[config.mk]
export PLATFORM = sky130hd
export DESIGN_NAME = arp_cache_table
export DESIGN_NICKNAME = d
export VERILOG_FILES = /design/src/sv/arpc_pkg.sv /design/src/sv/arp_cache_table.sv
export SDC_FILE = /design/constraint.sdc
export NUM_CORES = 1
export LEC_CHECK = 0
export BUFFER_PORTS_ARGS = -buffer_cell sky130_fd_sc_hd__clkbuf_2
export CAP_MARGIN = 20
export CORE_AREA = 3 3 279 281
export CTS_BUF_LIST = sky130_fd_sc_hd__clkbuf_2 sky130_fd_sc_hd__clkbuf_4 sky130_fd_sc_hd__clkbuf_8
export DETAILED_ROUTE_END_ITERATION = 10
export DIE_AREA = 0 0 282 284
export GPL_ROUTABILITY_DRIVEN = 0
export PLACE_DENSITY = 0.66
export REMOVE_ABC_BUFFERS = 1
export SETUP_SLACK_MARGIN = 0.5
export SYNTH_ARGS = -nofsm -noshare
export SYNTH_HDL_FRONTEND = slang
export SYNTH_SLANG_ARGS = --single-unit
[constraint.sdc]
create_clock -name clk -period 7.35 [get_ports clk]
set_input_delay 1.47 -clock clk [delete_from_list [all_inputs] [get_ports clk]]
set_output_delay 1.47 -clock clk [all_outputs]
set_load 0.01 [all_outputs]
[src/sv/arpc_pkg.sv]
`default_nettype none

package arpc_pkg;

  localparam int ENTRIES_DEF = 8;

  localparam int IP_W     = 32;
  localparam int MAC_W    = 48;
  localparam int STATUS_W = 3;
  localparam int SLOT_W   = 3;

  typedef logic [STATUS_W-1:0] status_t;
  typedef logic [IP_W-1:0]     ip_t;
  typedef logic [MAC_W-1:0]    mac_t;
  typedef logic [SLOT_W-1:0]   slot_t;

  localparam logic OP_LOOKUP = 1'b0;
  localparam logic OP_LEARN  = 1'b1;

  localparam status_t ST_HIT      = 3'd0;
  localparam status_t ST_MISS     = 3'd1;
  localparam status_t ST_UPDATED  = 3'd2;
  localparam status_t ST_INSERTED = 3'd3;
  localparam status_t ST_DROPPED  = 3'd4;

endpackage

`default_nettype wire

[src/sv/arp_cache_table.sv]
// Fully associative IPv4-to-MAC cache. busy stays low, so a request is taken
// on every cycle that start is high; each request returns one result on
// out_valid (held first in the input register, then passed through the
// parallel IP compare and lowest-index pick into the result
// register). Results cannot be stalled and must be taken when out_valid is
// high. Back-to-back requests see every table change made by the one before.
// Valid bits clear in the reset cycle itself; no clearing pass is needed.
// out_slot carries the low three bits of the entry index.
`default_nettype none

module arp_cache_table #(
  parameter int ENTRIES = arpc_pkg::ENTRIES_DEF
) (
  input  wire logic              clk,
  input  wire logic              rst_n,
  input  wire logic              start,
  output      logic              busy,
  input  wire logic              in_opcode,
  input  wire arpc_pkg::ip_t     in_ip_addr,
  input  wire arpc_pkg::mac_t    in_mac_addr,
  output      logic              out_valid,
  output      arpc_pkg::status_t out_status,
  output      arpc_pkg::mac_t    out_mac_result,
  output      arpc_pkg::slot_t   out_slot
);
  import arpc_pkg::*;

  localparam int IDX_W = $clog2(ENTRIES);

  typedef logic [IDX_W-1:0] idx_t;

  logic               in_valid_r;
  logic               op_r;
  ip_t                ip_r;
  mac_t               mac_r;

  logic [ENTRIES-1:0] valid_r;
  logic [ENTRIES-1:0] valid_nxt;
  ip_t                entry_ip_r [ENTRIES];
  mac_t               entry_mac  [ENTRIES];

  logic [ENTRIES-1:0] match_vec;
  logic               match_any;
  idx_t               match_idx;
  logic               free_any;
  idx_t               free_idx;

  logic               wr_en;
  logic               wr_ip;
  idx_t               wr_idx;
  status_t            status_nxt;
  idx_t               slot_idx_nxt;
  logic               rd_hit;

  logic               out_valid_r;
  status_t            status_r;
  mac_t               mac_result_r;
  slot_t              slot_r;

  assign busy = 1'b0;

  always_ff @(posedge clk) begin
    if (!rst_n) begin
      in_valid_r <= 1'b0;
    end else begin
      in_valid_r <= start && !busy;
    end
    op_r  <= in_opcode;
    ip_r  <= in_ip_addr;
    mac_r <= in_mac_addr;
  end

  always_comb begin
    for (int i = 0; i < ENTRIES; i++) begin
      match_vec[i] = valid_r[i] && (entry_ip_r[i] == ip_r);
    end
  end

  always_comb begin
    match_any = 1'b0;
    match_idx = '0;
    free_any  = 1'b0;
    free_idx  = '0;
    for (int i = ENTRIES - 1; i >= 0; i--) begin
      if (match_vec[i]) begin
        match_any = 1'b1;
        match_idx = IDX_W'(i);
      end
      if (!valid_r[i]) begin
        free_any = 1'b1;
        free_idx = IDX_W'(i);
      end
    end
  end

  always_comb begin
    wr_en        = 1'b0;
    wr_ip        = 1'b0;
    wr_idx       = match_idx;
    rd_hit       = 1'b0;
    slot_idx_nxt = '0;
    valid_nxt    = valid_r;
    status_nxt   = ST_MISS;
    if (op_r == OP_LOOKUP) begin
      if (match_any) begin
        status_nxt   = ST_HIT;
        slot_idx_nxt = match_idx;
        rd_hit       = in_valid_r;
      end
    end else if (match_any) begin
      status_nxt   = ST_UPDATED;
      slot_idx_nxt = match_idx;
      wr_en        = in_valid_r;
    end else if (free_any) begin
      status_nxt   = ST_INSERTED;
      slot_idx_nxt = free_idx;
      wr_idx       = free_idx;
      wr_en        = in_valid_r;
      wr_ip        = in_valid_r;
      if (in_valid_r) begin
        valid_nxt[free_idx] = 1'b1;
      end
    end else begin
      status_nxt = ST_DROPPED;
    end
  end

  always_ff @(posedge clk) begin
    if (!rst_n) begin
      valid_r     <= '0;
      out_valid_r <= 1'b0;
    end else begin
      valid_r     <= valid_nxt;
      out_valid_r <= in_valid_r;
    end
    if (wr_ip) begin
      entry_ip_r[wr_idx] <= ip_r;
    end
    status_r <= status_nxt;
    slot_r   <= SLOT_W'(slot_idx_nxt);
  end

  always_ff @(posedge clk) begin
    if (wr_en) begin
      entry_mac[wr_idx] <= mac_r;
    end
    if (rd_hit) begin
      mac_result_r <= entry_mac[match_idx];
    end else begin
      mac_result_r <= '0;
    end
  end

  assign out_valid      = out_valid_r;
  assign out_status     = status_r;
  assign out_mac_result = mac_result_r;
  assign out_slot       = slot_r;

`ifndef SYNTHESIS
  a_result_follows: assert property (@(posedge clk) disable iff (!rst_n)
    in_valid_r |=> out_valid)
    else $error("accepted request produced no result");

  a_status_legal: assert property (@(posedge clk) disable iff (!rst_n)
    out_valid |-> (out_status == ST_HIT || out_status == ST_MISS ||
                   out_status == ST_UPDATED || out_status == ST_INSERTED ||
                   out_status == ST_DROPPED))
    else $error("illegal result status");

  a_mac_zero: assert property (@(posedge clk) disable iff (!rst_n)
    (out_valid && out_status != ST_HIT) |-> (out_mac_result == '0))
    else $error("nonzero MAC on non-hit result");

  a_slot_zero: assert property (@(posedge clk) disable iff (!rst_n)
    (out_valid && (out_status == ST_MISS || out_status == ST_DROPPED))
      |-> (out_slot == '0))
    else $error("nonzero slot on miss or drop");

  a_valid_grows: assert property (@(posedge clk) disable iff (!rst_n)
    $past(rst_n) |-> ($countones(valid_r) >= $countones($past(valid_r))))
    else $error("valid entry lost");
`endif

endmodule

`default_nettype wire
==> results of run 1 <==
[worst reg2reg max path, stage by stage (launching register included)]
cell	delay [ns]
dfxtp_1	0.94
xor2_1	0.34
nor4_1	0.11
nand4b_1	0.12
or3_2	0.74
nand2_1	0.40
nor4_1	0.75
and2_1	0.27
nand3_1	0.37
a21oi_4	0.87
buf_4	0.49
[flip-flops by register name, summed over array words and instances, names as in the netlist]
name,count
ip_r,32
out_valid,1
entry_mac,384
op_r,1
valid_r,8
mac_r,48
out_mac_result,48
entry_ip_r,256
in_valid_r,1
out_slot,3
out_status,3
[layer usage]
metal / wire (um) / vias up
met1: 32300 / 8880
li1: - / 7819
met3: 7630 / 206
met2: 35500 / 1012
met4: 3610 / 4
met5: 20 / -
[through the flow]
| step | power, mW | utilization [%] | hold slack [ns] | instance area, sq um |
|---|---|---|---|---|
| 4_1_cts | 8.86 | 45.5 | 0.517 | 34500 |
| 6_report | 8.80 | 45.6 | 0.535 | 34500 |
| 3_3_place_gp | 5.21 | 42.1 | 0.540 | 31900 |
| 3_5_place_dp | 5.21 | 42.2 | 0.537 | 32000 |
| 2_1_floorplan | 5.08 | - | 0.479 | 29500 |
| 5_1_grt | 9.09 | 45.5 | 0.544 | 34500 |
[cells by family after synthesis]
logic type      after synthesis
compound gates              323
other cells                   1
flops                       785
xor+xnor                    256
buf+inv                     121
simple gates                448
[worst paths after layout]
path	start	end	slack [ns]	depth (start not counted)
min reg2reg	mac_r[5]$_DFF_P_	entry_mac[4][5]$_DFFE_PP_	0.54	0
max reg2reg	ip_r[2]$_DFF_P_	entry_mac[5][29]$_DFFE_PP_	1.62	10
min	mac_r[5]$_DFF_P_	entry_mac[4][5]$_DFFE_PP_	0.54	0
max	ip_r[2]$_DFF_P_	entry_mac[5][29]$_DFFE_PP_	1.62	10
[cell type report]
cell class | count | area (sq um) | area share [%]
Antenna cell | 3 | 7.51 | 0.0218
Multi-Input combinational cell | 1028 | 7550 | 21.9
Clock inverter | 68 | 465 | 1.35
Tap cell | 978 | 1220 | 3.55
Sequential cell | 785 | 22100 | 64.2
Timing Repair Buffer | 178 | 1060 | 3.06
Inverter | 10 | 37.5 | 0.109
Clock buffer | 162 | 2020 | 5.87
[where the power goes]
group	leakage, nW	internal (mW)	total [mW]	switching, mW
sequential	6.96	4.84	4.93	0.0856
clock	1.32	1.93	3.67	1.74
combinational	3.12	0.0658	0.198	0.132
[cells in the mapped netlist (2+ instances only)]
cell type  number
buf_4           2
o2111a_1       48
or2_0          48
nand4b_1       11
or4_1           7
a22o_1          2
o32ai_1         2
inv_1          10
buf_6          11
nand4_1        33
nand3_1        21
o211ai_1       50
buf_2          25
nor4_1         88
o21a_1          2
or3_1           8
edfxtp_1      640
nand2_1        67
xor2_1        205
nor2b_1         8
buf_1           2
or2_2          51
o221a_2        48
a21boi_0        3
or3b_2         48
a21oi_1        57
dfxtp_1       145
and2_1          4
o21ai_0        95
clkbuf_1       71
nor4b_1         7
xnor2_1        51
o21ai_1         7
nand2b_1        5
nor3_1         14
nor2_1         22
==> metrics, run 1 <==
status=completed; nets=2208; met1 GRT Util=26.3%; CP Class=flip-flop to flip-flop; Mapped Cells=1934; Yosys reg bits=785; VDD IR max=182 uV; row count=101; DRC=0; antenna-violating nets left=0; Hold Path Class=flip-flop to flip-flop; final count of negative-setup-slack endpoints=0; final wirelength=79100 um; Worst Path Required=7.78 ns; CP Launch Type=flip-flop; met3 usage=4.96%; CP bufs+invs=1; GRT Resource Usage Total=19.4%; adder-cell share of the synthesized area=0%; largest family of logic cells by synthesized area=simple AND/OR/NAND/NOR gates; Max Fclk=174 MHz; arrival time of the worst setup path=6.16 ns; DR iter-0 viols=2082; P_leak=11.4 nW; max_cap viols=0; Cell Pwr Density=255 nW/um^2; fillers=6515; GR peak layer=met2; Non-Filler Instances=3212; Worst-Margin Slew=0.964 ns; placed cells=2978; crit path max fanout=51; ys flop type=edfxtp_1; CP dominant cell by count=nor4_1; top cell type's share of synthesized area=63.9%; commonest non-fill, non-tap cells in the layout=edfxtp_1, xor2_1, dfxtp_1; skew final=0.0849 ns; Top delay family on crit path=simple AND/OR/NAND/NOR gates; RSZ-0062 raised after global routing=no; Worst-path clk slew=0.06 ns; hold buffers post-CTS=0; TritonCTS clock tree=built; final-report hold violation count=0; Post-CTS Setup Bufs=0; Mapped Avg Cell Area=15.5 sq um; Slew HR=35.5%; I/O Pins=140; Post-Synth Simple-Gate Area=9.07%; Placement Setup Slack=1.61 ns; Min Clock Period, post-route=5.73 ns; post-synthesis mux area share=0%; top cells by area, synth=edfxtp_1, dfxtp_1, xor2_1; post-DP HPWL=51200 um; largest net degree at the start of global routing=79; Largest stage delay, worst path=0.94 ns; Post-synth EDFFs=640; initial antenna violation count=9; grt total ovfl=0; clk_lat worst skew=0.79 ns; final clock period utilization by the worst path=78.0%; Worst Setup End Kind=flip-flop; Mapped Area=30100 sq um; vias in the first global route=17800; setup ws final=1.62 ns; vias per inst=5.58; Synth Area in Compound Gates=7.98%; Root Driver=clkbuf_8; XOR/XNOR share of the synthesized area=7.46%; GRT met2 Usage=29.6%; Fin Setup TNS=0 ns; routed vias=17900; CORE AREA=75700 sq um; die height=284 um; CP cell instances=xor2_1, nor4_1, nand4b_1, or3_2, nand2_1, nor4_1, and2_1, nand3_1, a21oi_4, buf_4; Die Width=282 um; port bufs=138; Die ar.=80100 sq um; Seq/Total Area, Yosys=73.6%; CTS Sinks=785; final slew viol count=0; clk buf depth=3; Pre-antenna DRT Iters=5; Yosys cell types=52; post-synth top area cell=edfxtp_1; cts bufs inserted=121; Starting Density=39.7%; leading cell type in the layout, fill and taps excluded=edfxtp_1; Layout area overhead=14.7%; layout cells sized above 1=24.6%; depth of the CTS H-tree=3; async set or reset register ratio after synthesis=0%; CTS-repair resized insts=0; first-pass GRT wire length=116000 um; critical path's slowest cell=dfxtp_1; Syn. warnings=0; DR WL/cell=24.6 um
No activity file was read; power rests on OpenSTA's default activity.
==> run 2, diff against run 1 <==
Settings changed: ABC_AREA set to 1, CORE_AREA 3 3 279 281 to 3 3 286 288, DIE_AREA 0 0 282 284 to 0 0 289 291, PLACE_DENSITY 0.66 to 0.68.
Clock period 7.35 ns to 4.95 ns, I/O delays scaled along.
==> run 2 against run 1 <==
Die area is 5.0% higher. Power is 52% higher. Sequential share of layout area is 4.0 points lower. Largest power group unchanged. Core utilization is 0.93 points higher. Cell area is 6.7% higher. Clock-buffer cell count is 35 higher. Critical path depth is 5 higher. Critical endpoint is now entry_ip_r[0][26]$_DFFE_PP_. Maximum frequency is 41% higher. Setup slack worse by 0.75 ns. Worst hold slack worse by 0.23 ns. Sequential cell count stayed put. Combinational power is 69% higher.
==> metrics, run 2 <==
status=completed; clk buf depth=3; synth cell count leaders=edfxtp_1, nand2_1, inv_1, nand3_1, nor2_1; vias per inst=4.87; CTS Sinks=785; Post-CTS Setup Bufs=0; Slew HR=25.6%; ys flop type=edfxtp_1; placed inst area=34000 sq um; cts bufs inserted=133; top cell type's share of synthesized area=60.8%; Worst-Margin Slew=1.12 ns; DR WL/cell=18.2 um; final-report hold violation count=0; Min Clock Period, post-route=4.08 ns; initial antenna violation count=2; TritonCTS clock tree=built; async set or reset register ratio after synthesis=0%; top cells by area, synth=edfxtp_1, dfxtp_1, nand2_1; Worst Path Required=5.30 ns; diodes inserted=0; largest net degree at the start of global routing=152; fillers=7197; DRC=0; final hold slack=0.309 ns; die height=291 um; hold buffers post-CTS=0; largest family of logic cells by synthesized area=simple AND/OR/NAND/NOR gates; post-route cell area=36800 sq um; Layout area overhead=16.4%; Worst Setup End Kind=flip-flop; area of the multi-input gates=7440 sq um; crit path max fanout=32; P_leak=15.0 nW; first-pass GRT wire length=118000 um; final wirelength=77700 um; layout cells sized above 1=15.0%; Max Fclk=245 MHz; CP Class=flip-flop to flip-flop; Root Driver=clkbuf_8; nets=3188; final clock period utilization by the worst path=82.4%; top flop regs=entry_mac: 384 flops, entry_ip_r: 256 flops; Mapped Avg Cell Area=11.0 sq um; commonest non-fill, non-tap cells in the layout=edfxtp_1, nand2_1, inv_1; Die ar.=84100 sq um; Register Area=22100 sq um; Starting Density=39.9%; adder-cell share of the synthesized area=0%; post-DP HPWL=46200 um; row count=103; Die Width=289 um; VDD IR max=231 uV; skew final=0.0520 ns; Hold Path Class=primary input to flip-flop; top-count cell post-synth=edfxtp_1; CP Launch Type=flip-flop; max_cap viols=0; clk_lat worst skew=0.78 ns; arrival time of the worst setup path=4.43 ns; Worst-path clk slew=0.06 ns; DR iter-0 viols=1977; final slew viol count=0; Yosys cell types=37; Synth Area in Compound Gates=1.80%; Yosys reg bits=785; RSZ-0062 raised after global routing=no; Mapped Area=31600 sq um; CORE AREA=79100 sq um; antenna-violating nets left=0; GRT Resource Usage Total=18.5%; Largest register FFs=384; depth of the CTS H-tree=4; Cell Pwr Density=365 nW/um^2; post-synth top area cell=edfxtp_1; Seq/Total Area, Yosys=70.0%; routed vias=20700; Pre-antenna DRT Iters=6; vias in the first global route=20100; CTS-repair resized insts=0; Post-Synth Simple-Gate Area=18.3%; most flop-heavy register=entry_mac; final count of negative-setup-slack endpoints=0; post-synthesis mux area share=0%; leading cell type in the layout, fill and taps excluded=edfxtp_1; Syn. warnings=0; Mapped Cells=2872; grt total ovfl=0; Post-synth EDFFs=640; XOR/XNOR share of the synthesized area=2.97%; I/O Pins=140; port bufs=138
==> run 2: routing by layer <==
| layer | vias to the layer above | global-route usage, % | wire length, um |
|---|---|---|---|
| met1 | 9814 | 24.4 | 32200 |
| li1 | 9914 | - | - |
| met5 | - | 0 | 7 |
| met4 | 2 | 6.71 | 1990 |
| met2 | 865 | 30.1 | 37300 |
| met3 | 152 | 3.88 | 6190 |
==> run 2: path summary, 6_finish.rpt <==
check              startpoint                          end  slack, ns  depth (start not counted)
max          ip_r[29]$_DFF_P_  entry_ip_r[0][26]$_DFFE_PP_       0.87                         15
min           in_mac_addr[28]            mac_r[28]$_DFF_P_       0.31                          1
max reg2reg  ip_r[29]$_DFF_P_  entry_ip_r[0][26]$_DFFE_PP_       0.87                         15
min reg2reg  ip_r[18]$_DFF_P_  entry_ip_r[3][18]$_DFFE_PP_       0.48                          0
==> run 2: kinds of logic after synthesis <==
logic type,after synthesis
DFF,785
and+or+nand+nor,1344
AOI/OAI and AO/OA,92
buffers and inverters,543
xor gates and xnor gates,107
other,1
==> run 2: layout make-up <==
type / instances / share of cell area [%]
Multi-Input combinational cell: 1544 / 20.2
Timing Repair Buffer: 223 / 4.43
Tap cell: 1050 / 3.57
Sequential cell: 785 / 60.1
Clock inverter: 46 / 0.820
Inverter: 417 / 4.26
Clock buffer: 197 / 6.54
==> run 2: power by group <==
group	internal (mW)	total, mW	switching [mW]
Combinational	0.118	0.334	0.217
Clock	3.16	5.80	2.64
Sequential	7.20	7.28	0.0810
Total	10.5	13.4	2.94
==> run 2: worst max-delay path: stages (launching register included) <==
cell and delay [ns]:
dfxtp_1 0.57, inv_1 0.32, or2_2 0.35, nand3_1 0.08
nor2_1 0.05, nand2_1 0.05, nor2_1 0.09, nand3_1 0.12
nand2_1 0.07, nor2_1 0.37, nand4_1 0.25, nand2_1 0.11
nand2_1 0.10, nor2_1 0.14, nand2_1 0.13, nor2_4 0.84
==> run 2: metrics by stage <==
stage	instances	total power, mW	setup slack (ns)	setup TNS [ns]	util [%]
global route	4262	13.9	0.525	0	46.5
global placement	4017	7.74	0.828	0	43.0
finish	4262	13.4	0.872	0	46.5
floorplan	2746	7.55	-5.03	-2825.96	-
CTS	4260	13.5	0.755	0	46.4
detailed placement	4017	7.75	0.802	0	43.0
